<file path="src/design/dsu_sqrt.sv">
// Pipelined integer square root, one root bit per stage (floor of root).
// Radicand is 2*R_W bits, root is R_W bits. Carries a side payload in step.
// No package.
`timescale 1ns / 1ps
`default_nettype none

module dsu_sqrt #(
    parameter int R_W    = 25,
    parameter int SIDE_W = 1
) (
    input  logic               i_clk,
    input  logic               i_rst_n,
    input  logic               i_en,
    input  logic               i_valid,
    input  logic [2*R_W-1:0]   i_rad,
    input  logic [SIDE_W-1:0]  i_side,
    output logic               o_valid,
    output logic [R_W-1:0]     o_root,
    output logic [SIDE_W-1:0]  o_side
);

    logic               r_valid [R_W+1];
    logic [2*R_W-1:0]   r_rad   [R_W+1];
    logic [R_W:0]       r_rem   [R_W+1];
    logic [R_W-1:0]     r_root  [R_W+1];
    logic [SIDE_W-1:0]  r_side  [R_W+1];

    always_ff @(posedge i_clk) begin
        if (!i_rst_n) begin
            r_valid[0] <= 1'b0;
        end else if (i_en) begin
            r_valid[0] <= i_valid;
        end
    end

    always_ff @(posedge i_clk) begin
        if (i_en) begin
            r_rad[0]  <= i_rad;
            r_rem[0]  <= '0;
            r_root[0] <= '0;
            r_side[0] <= i_side;
        end
    end

    for (genvar s = 1; s <= R_W; s++) begin : g_stage
        logic [R_W+2:0] t;
        logic [R_W+2:0] trial;
        logic [R_W+2:0] d;
        logic           ge;

        // bring down the next two radicand bits and try root*4+1
        assign t     = {r_rem[s-1], r_rad[s-1][2*R_W-1 -: 2]};
        assign trial = {1'b0, r_root[s-1], 2'b01};
        assign d     = t - trial;
        assign ge    = (t >= trial);

        always_ff @(posedge i_clk) begin
            if (!i_rst_n) begin
                r_valid[s] <= 1'b0;
            end else if (i_en) begin
                r_valid[s] <= r_valid[s-1];
            end
        end

        always_ff @(posedge i_clk) begin
            if (i_en) begin
                r_rad[s]  <= r_rad[s-1] << 2;
                r_rem[s]  <= ge ? d[R_W:0] : t[R_W:0];
                r_root[s] <= {r_root[s-1][R_W-2:0], ge};
                r_side[s] <= r_side[s-1];
            end
        end
    end

    assign o_valid = r_valid[R_W];
    assign o_root  = r_root[R_W];
    assign o_side  = r_side[R_W];

endmodule

`default_nettype wire

</file>
<file path="config.mk">
export PLATFORM = sky130hd
export DESIGN_NAME = dsu_sqrt
export DESIGN_NICKNAME = d
export VERILOG_FILES = /design/src/design/dsu_sqrt.sv
export SDC_FILE = /design/constraint.sdc
export NUM_CORES = 2
export LEC_CHECK = 0
export ABC_AREA = 1
export BUFFER_PORTS_ARGS = -buffer_cell sky130_fd_sc_hd__buf_2
export CELL_PAD_IN_SITES_DETAIL_PLACEMENT = 1
export CELL_PAD_IN_SITES_GLOBAL_PLACEMENT = 2
export CORE_MARGIN = 8
export CORE_UTILIZATION = 40
export CTS_CLUSTER_SIZE = 20
export DETAILED_ROUTE_END_ITERATION = 16
export GPL_TIMING_DRIVEN = 0
export PLACE_DENSITY_LB_ADDON = 0.05
export SLEW_MARGIN = 25
export SYNTH_ARGS = -nofsm -noshare
export SYNTH_HDL_FRONTEND = slang
export SYNTH_SLANG_ARGS = --single-unit
</file>
<file path="constraint.sdc">
create_clock -name i_clk -period 3.1 [get_ports i_clk]
set_input_delay 0.775 -clock i_clk [delete_from_list [all_inputs] [get_ports i_clk]]
set_output_delay 0.775 -clock i_clk [all_outputs]
set_load 0.02 [all_outputs]
</file>
==> summary.txt <==
Outcome
  • Outcome: finished, final reports clean

Hold path
  • Hold_sp: i_rad[37]
  • HP Class: in2reg

Layout
  • Layout cell share with drive strength beyond 1: 6.20%
  • Multi-input logic area: 30600 um2
  • Fin cells: 12825
  • Area Growth Syn to Fin: 12.3%
  • Most frequent cells in the layout: 3089 x nand2_1, 1687 x inv_1, 1615 x edfxtp_1
  • Final nets: 10236
  • Fillers: 24666
  • Commonest non-fill, non-tap cell in the layout: nand2_1
  • Register area: 48500 um2

CTS
  • Clock sink count: 1616
  • Hold buffers post-CTS: 0
  • Register clock-pin slew on the reported worst setup and hold paths: roughly 60 ps
  • Clock Latency Late Sink: 850 ps
  • CTS buffer count: 180
  • H-tree depth: 4
  • TritonCTS clock tree: yes
  • Clk buf depth: 3
  • Post-CTS setup repair buffer count: 0
  • CTS Root Cell: clkbuf_16

Timing
  • Worst Tran Pin Value: 901 ps
  • Relative slew slack: 39.4%
  • Fin. max-slew vios: 0
  • Final setup fails: 0
  • Final worst-path cycle share: 94.1%
  • Clk_skew: 32.9 ps
  • Final hold vios: 0
  • Post-layout min period: 2920 ps
  • Achievable frequency: 343 MHz
  • RSZ-0062 raised after global routing: no
  • Setup TNS: 0 ps

Floorplan
  • Cell Rows: 170
  • Die Ht: 480 um
  • Full die area: 230000 um2
  • Die width: 480 um
  • Core area: approximately 210000 um2
  • Ports: between 80 and 90
  • Initial Util: ~40%

Placed design
  • GPL Wtd Cong: 0.869
  • Placed cell count: 12485
  • DPL Wire Length: ~190000 um
  • PortBufs: just over 80

Logic synthesis
  • Post-synth top flop: edfxtp_1
  • Synth top area cells: edfxtp_1 56%, nand2_1 13%, inv_1 7.4%, ha_1 5.1%, nor2_1 3.6%
  • Yosys top cell by area: edfxtp_1
  • Post-synth EDFFs: 1615
  • Syn Area/Cell: around 9 um2
  • Async set-reset flop share out of synthesis: 0%
  • Post-Syn Nets: 9960
  • Library cells used by synthesis: 54
  • Yosys warns: 0
  • Top-area cell type share of the netlist area: 56.3%
  • Seq/Total Area, Yosys: 56.3%
  • Yosys reg bits: 1616
  • Netlist Area Pre-Place: 86100 um2
  • Synth Instances: around 9600

Routing
  • DRT iter0 DRCs: 3543
  • Drt first pass iters: 7
  • Via density: 4.89
  • Routed vias: 62750
  • DRC violations left: 0
  • Final WL: 241000 um
  • Routed wire per std cell: 18.8 um
  • DRT antenna net count: 0

GRT
  • Initial antenna violation count: 11
  • Vias in the first global route: around 65000
  • Largest net degree at the start of global routing: roughly 150
  • Grt total ovfl: 0
  • Global Route Usage Sum: 20.6%
  • Global-route wire length before repair: 373000 um

Critical path
  • CP cell instances: buf_12, buf_16, buf_16, buf_16, buf_16
  • WP data required: ~3600 ps
  • Reg2reg start: r_root[1][75]
  • Crit path top cell by count: buf_16
  • Bufs and invs on worst path: 5
  • CP startpoint: i_en
  • Crit end category: flip-flop
  • FF-to-FF setup slack: 190 ps
  • CP max-delay cell: buf_16
  • Crit path kind: in2reg
  • CP max FO: around 130
  • Crit-path leading delay family: buffers and inverters
  • Worst Setup Start Kind: input pin
  • Max incr delay on CP: 490 ps
  • Worst path arrival time: 3380 ps

Pwr
  • IR drop worst, VDD: 0.590 mV
  • Lkg Pwr: 42.9 nW
  • Cell Pwr Density: roughly 650 nW/um2

Flow run
  • Max-Cap Viols: 0
[registers in the layout (all words and copies together), names as in the netlist]
signal	flops
r_rad	650
r_side	26
r_valid	26
r_rem	589
r_root	325
[final timing paths]
check / end / depth (start not counted)
worst max-delay path: r_rad[1][230] / 5
worst min-delay path: r_rad[0][37] / 1
worst min register to register: r_rad[0][145] / 0
worst max register to register: r_rem[20][1] / 11
[metal layers]
metal  global-route usage (%)  up-vias  routed length [um]  part of all wire [%]
met2                     35.5      811              116000                    48
met4                     6.43        6                7330                   3.0
met5                        0        -                  35                 0.015
li1                         -    31494                   -                     -
met1                     27.4    30094              112000                    46
met3                     2.35      345                6830                   2.8
[power by group]
part / switching, mW / internal [mW]
Combinational: 8.23 / 3.83
Sequential: 1.46 / 26.8
Clock: 9.35 / 13.1
Total: 19.0 / 43.7
[metrics by stage]
stage	util [%]	area [um2]	power (mW)	setup slack [ps]	hold WS (ps)
6_report	45.1	96700	62.7	183	90.6
5_1_grt	45.1	96700	66.0	12.5	34.0
4_1_cts	45.1	96700	63.7	218	0.787
3_5_place_dp	42.2	90500	40.9	-1000	405
3_3_place_gp	42.0	90100	41.6	-28080	400
2_1_floorplan	-	86100	36.1	1100	400
[cell usage after synthesis (87+ instances only)]
master / instances
nand4_1: 139
xor2_1: 134
nor2_1: 819
xnor2_1: 112
nand3_1: 516
inv_1: 1687
ha_1: 352
edfxtp_1: 1615
nand3b_1: 87
a21oi_1: 318
nand2_1: 3090
o21ai_0: 198
[layout make-up]
cell class / count / area share (%)
clock buffer: 212 / 4.80
sequential: 1616 / 50.1
antenna: 3 / 0.00776
multi-input combinational: 6151 / 31.6
tap: 2838 / 3.67
inverter: 1710 / 6.64
clock inverter: 125 / 1.68
buffer: 76 / 0.658
timing repair buffer: 94 / 0.804
[cells by family after synthesis]
family / synth area share, %
other: 0.00435
buffers and inverters: 8.20
XOR/XNOR: 2.50
adder cells (fa/ha/maj): 5.11
flip-flops: 56.3
AND/OR/NAND/NOR: 23.7
AO/OA/AOI/OAI: 4.15
[what timing repair did]
item / in CTS / in global routing
setup endpoints to repair: 26 / 18
gates resized for setup: 1 / 1
hold endpoints to repair: 0 / 0
Power figures use the tool's default switching activity.
