<file path="src/design/dsu_div.sv">
// Pipelined unsigned restoring divider, one quotient bit per stage.
// Computes the low Q_W quotient bits and flags overflow when the quotient
// needs more. Carries a side payload in step with the data. No package.
`timescale 1ns / 1ps
`default_nettype none

module dsu_div #(
    parameter int NUM_W  = 32,
    parameter int DEN_W  = 16,
    parameter int Q_W    = 24,
    parameter int SIDE_W = 1
) (
    input  logic              i_clk,
    input  logic              i_rst_n,
    input  logic              i_en,
    input  logic              i_valid,
    input  logic [NUM_W-1:0]  i_num,
    input  logic [DEN_W-1:0]  i_den,
    input  logic [SIDE_W-1:0] i_side,
    output logic              o_valid,
    output logic [Q_W-1:0]    o_quo,
    output logic              o_ovf,
    output logic [SIDE_W-1:0] o_side
);

    localparam int HI_W  = NUM_W - Q_W;
    localparam int CMP_W = (HI_W > DEN_W) ? HI_W : DEN_W;

    logic              r_valid [Q_W+1];
    logic [DEN_W-1:0]  r_rem   [Q_W+1];
    logic [Q_W-1:0]    r_low   [Q_W+1];
    logic [Q_W-1:0]    r_quo   [Q_W+1];
    logic [DEN_W-1:0]  r_den   [Q_W+1];
    logic              r_ovf   [Q_W+1];
    logic [SIDE_W-1:0] r_side  [Q_W+1];

    logic [CMP_W-1:0] hi;
    logic [CMP_W-1:0] dn;
    logic             ovf0;

    // the quotient overflows exactly when the high dividend part reaches den
    assign hi   = CMP_W'(i_num[NUM_W-1:Q_W]);
    assign dn   = CMP_W'(i_den);
    assign ovf0 = (hi >= dn);

    always_ff @(posedge i_clk) begin
        if (!i_rst_n) begin
            r_valid[0] <= 1'b0;
        end else if (i_en) begin
            r_valid[0] <= i_valid;
        end
    end

    always_ff @(posedge i_clk) begin
        if (i_en) begin
            r_rem[0]  <= ovf0 ? '0 : hi[DEN_W-1:0];
            r_low[0]  <= i_num[Q_W-1:0];
            r_quo[0]  <= '0;
            r_den[0]  <= i_den;
            r_ovf[0]  <= ovf0;
            r_side[0] <= i_side;
        end
    end

    for (genvar s = 1; s <= Q_W; s++) begin : g_stage
        logic [DEN_W:0] t;
        logic [DEN_W:0] d;
        logic           ge;

        assign t  = {r_rem[s-1], r_low[s-1][Q_W-1]};
        assign d  = t - {1'b0, r_den[s-1]};
        assign ge = (t >= {1'b0, r_den[s-1]});

        always_ff @(posedge i_clk) begin
            if (!i_rst_n) begin
                r_valid[s] <= 1'b0;
            end else if (i_en) begin
                r_valid[s] <= r_valid[s-1];
            end
        end

        always_ff @(posedge i_clk) begin
            if (i_en) begin
                r_rem[s]  <= ge ? d[DEN_W-1:0] : t[DEN_W-1:0];
                r_low[s]  <= r_low[s-1] << 1;
                r_quo[s]  <= {r_quo[s-1][Q_W-2:0], ge};
                r_den[s]  <= r_den[s-1];
                r_ovf[s]  <= r_ovf[s-1];
                r_side[s] <= r_side[s-1];
            end
        end
    end

    assign o_valid = r_valid[Q_W];
    assign o_quo   = r_quo[Q_W];
    assign o_ovf   = r_ovf[Q_W];
    assign o_side  = r_side[Q_W];

endmodule

`default_nettype wire

</file>
<file path="config.mk">
export PLATFORM = sky130hd
export DESIGN_NAME = dsu_div
export DESIGN_NICKNAME = d
export VERILOG_FILES = /design/src/design/dsu_div.sv
export SDC_FILE = /design/constraint.sdc
export NUM_CORES = 2
export LEC_CHECK = 0
export ABC_CLOCK_PERIOD_IN_PS = 3400
export BUFFER_PORTS_ARGS = -buffer_cell sky130_fd_sc_hd__buf_2
export CORE_AREA = 2 2 434 436
export CTS_CLUSTER_SIZE = 30
export DETAILED_ROUTE_END_ITERATION = 10
export DIE_AREA = 0 0 436 438
export SYNTH_ARGS = -nofsm -noshare
export SYNTH_HDL_FRONTEND = slang
export SYNTH_SLANG_ARGS = --single-unit
</file>
<file path="constraint.sdc">
create_clock -name i_clk -period 3.4 [get_ports i_clk]
set_input_delay 0.85 -clock i_clk [delete_from_list [all_inputs] [get_ports i_clk]]
set_output_delay 0.85 -clock i_clk [all_outputs]
set_load 0.01 [all_outputs]
</file>
==> summary.md <==
| Metric | Value |
|---|---|
| Outcome | `finished clean` |
| Commonest register cell after synthesis | `edfxtp_1` |
| DIE HEIGHT | `about 440 um` |
| Cell Count, Final, Fillers Out | `7478` |
| Clk slew on worst S/H paths | `roughly 60 ps` |
| GP Congestion | `0.8501` |
| # placed instances | `7185` |
| CP Data Arrival Time | `3820 ps` |
| Vias in the first global route | `35380` |
| PortBufs | `79` |
| Worst skew pair latency | `790 ps` |
| Seq/Total Area, Yosys | `between 60% and 70%` |
| Fmax | `just over 300 MHz` |
| Avg Vias per Cell | `4.722` |
| Fin. max-slew vios | `0` |
| CTS H-Tree Depth | `4` |
| Startpoint class of the critical path | `register` |
| Clock Sinks | `1435` |
| Largest net degree at the start of global routing | `between 100 and 150` |
| Syn Nets | `5018` |
| Synth warn | `0` |
| Leading area contributor after synthesis | `edfxtp_1` |
| Total CTS buffers | `159` |
| Worst setup EP type | `register` |
| Antenna violations before repair | `3` |
| DR DRC count | `0` |
| Leak Pwr | `28.84 nW` |
| Vias | `35310` |
| EDFF count, synth | `1434` |
| Worst reg-to-reg setup slack | `120 ps` |
| Area contributors post-synth | `edfxtp_1 67%, ha_1 7.4%, mux2_2 3.5%` |
| CTS root buf | `clkbuf_16` |
| Fin crit share | `96.39%` |
| Max Cap Viol | `0` |
| Count leader, synth | `edfxtp_1` |
| Overflow after GRT | `0` |
| Finish-stage setup viols | `0` |
| Hold Crit Depth | `1` |
| Post-synth top area share | `roughly two thirds` |
| Power Density | `~860 mW/mm^2` |
| # IOs | `80` |
| Final setup TNS | `0 ps` |
| Starting density of the core | `34.70%` |
| Drt total wl | `~110000 um` |
| CTS tree | `built` |
| Critical path required time | `3940 ps` |
| GRT Overall Usage | `approximately an eighth` |
| Global-route wire length before repair | `between 150000 and 200000 um` |
| Max VDD drop | `0.4828 mV` |
| Worst-Margin Slew | `between 800 and 900 ps` |
| Worst-case hold slack | `233.9 ps` |
| Fill count | `17300` |
| Final nets | `about 5300` |
| FF-to-FF Start | `r_den[0][64]$_DFFE_PP_` |
| Yosys reg bits | `between 1000 and 1500` |
| Final hold violation count | `0` |
| Drt first pass iters | `6` |
| CP Class | `register to register` |
| Util after Layout | `roughly 40%` |
| DRT antenna net count | `0` |
| Fraction of registers with async set/reset | `0%` |
| FF-to-FF End | `r_rem[0][94]$_DFFE_PP_` |
| Slew HR | `39.05%` |
| Worst r2r path cells | `11` |
| Cells after synthesis | `4557` |
| Hold_sp | `i_num[23]` |
| DR WL/cell | `15.38 um` |
| Hpwl dp | `79630 um` |
| Die width | `436 um` |
| Most frequent cells after synthesis | `1434 x edfxtp_1, 494 x inv_1, 385 x ha_1` |
| DR iter-0 viols | `2332` |
| Share of layout cells above drive strength 1 | `13.07%` |
| Worst hold endpoint | `r_low[0][23]$_DFFE_PP_` |
| Die footprint | `about 0.19 mm^2` |
| Post-Route Skew | `21.44 ps` |
| Yosys cell types | `72` |
| Worst hold path class | `input pin to register` |
| Worst Path Max Fanout | `2` |
| # rows | `159` |
| Core box area | `0.1866 mm^2` |
| Longest Clk Path Bufs | `3` |
| Fin crit period | `roughly 3300 ps` |
| Post-Syn Area | `0.06475 mm^2` |
| Total power draw | `roughly 64 mW` |
| Synth-to-layout area growth | `14.86%` |
| Mapped Avg Cell Area | `between 10 and 15 um^2` |
[worst max path at each step]
stage	from	end	slack (ps)
floorplan	r_rem[2][25]$_DFFE_PP_	r_rem[2][40]$_DFFE_PP_	470
global placement	r_rem[1][80]$_DFFE_PP_	r_rem[1][98]$_DFFE_PP_	50
detailed placement	r_rem[1][80]$_DFFE_PP_	r_rem[1][101]$_DFFE_PP_	90
CTS	r_den[1][2]$_DFFE_PP_	r_rem[1][19]$_DFFE_PP_	20
global route	r_den[2][65]$_DFFE_PP_	r_rem[2][92]$_DFFE_PP_	-9
finish	r_den[0][64]$_DFFE_PP_	r_rem[0][94]$_DFFE_PP_	120
[critical path, stage by stage (launching register included)]
cell	delay, ps
edfxtp_1	420
ha_1	240
fa_1	420
nor2b_1	180
o31a_1	170
nor2_1	50
o21ai_0	260
buf_4	180
a41oi_1	180
a211o_1	340
a311o_1	360
mux2_2	260
[power breakdown]
group	total (mW)	switching, mW	internal, mW
sequential	25.7	1.65	24.1
combinational	21.4	11.1	10.3
clock	16.7	7.11	9.59
[routing by layer]
layer	part of all wire (%)	global-route usage, %
met5	0	0
met4	2.7	4.013
met3	4.0	2.408
met2	47	19.99
met1	46	15.87
[state kept, by name, summed over array words and instances, names as in the netlist]
register and flops:
r_quo 300, r_low 300, r_rem 376, r_valid 25
r_side 25, r_den 384, r_ovf 25
[final cells by class]
type / instances / area, um^2 / area share [%]
Antenna cell: 2 / 5.005 / 0.006729
Clock buffer: 191 / 4099 / 5.511
Clock inverter: 99 / 964.7 / 1.297
Inverter: 495 / 1858 / 2.498
Multi-Input combinational cell: 2579 / 19660 / 26.43
Sequential cell: 1435 / 43080 / 57.93
Tap cell: 2495 / 3122 / 4.197
Timing Repair Buffer: 182 / 1584 / 2.130
[layout by cell type (no fill, tap or decap), drive strengths merged, types with 9 or more instances in the layout]
cell     Yosys  routed
a2111oi      9       9
a211o       13      13
a211oi      13      13
a21boi      19      19
a21o        81      81
a21oi      252     252
a31oi       33      33
and2        15      15
and3        35      35
buf         30     182
bufinv       0      12
clkbuf      18     191
clkinv       0      68
edfxtp    1434    1434
fa          23      23
ha         385     385
inv        495     508
mux2       206     206
mux2i       43      43
nand2      189     189
nand2b      37      37
nand3       49      49
nand4       48      48
nor2       279     279
nor2b       61      61
nor3        80      80
nor4        22      22
o21a        49      49
o21ai      179     179
o21bai      31      31
o31a        14      14
o31ai       27      27
o41ai       16      16
or3         16      16
xnor2      166     166
xor2       102     102
[timing repair]
action                                  4_1_cts  5_1_grt
resized for setup                             0       23
setup buffers                                 0        1
endpoints found under the setup margin        0      147
hold buffers                                  0        0
[through the flow]
stage               instance area (um^2)  worst slack, ps
floorplan                          64750            467.1
global placement                   69200            47.26
detailed placement                 69200            91.39
CTS                                74270            20.84
global route                       74370           -9.477
finish                             74370            122.7
[logic make-up (layout without fill, tap and decap cells)]
logic type	Yosys count	count (layout)	synth area share, %
simple gates	853	853	6.238
flops	1435	1435	66.53
buf+inv	543	967	3.285
mux	249	249	4.288
xor+xnor	268	268	3.625
other cells	0	2	0
fa+ha+maj	408	408	8.151
compound gates	801	801	7.880
Note: power is estimated with default switching activity, not from simulation.
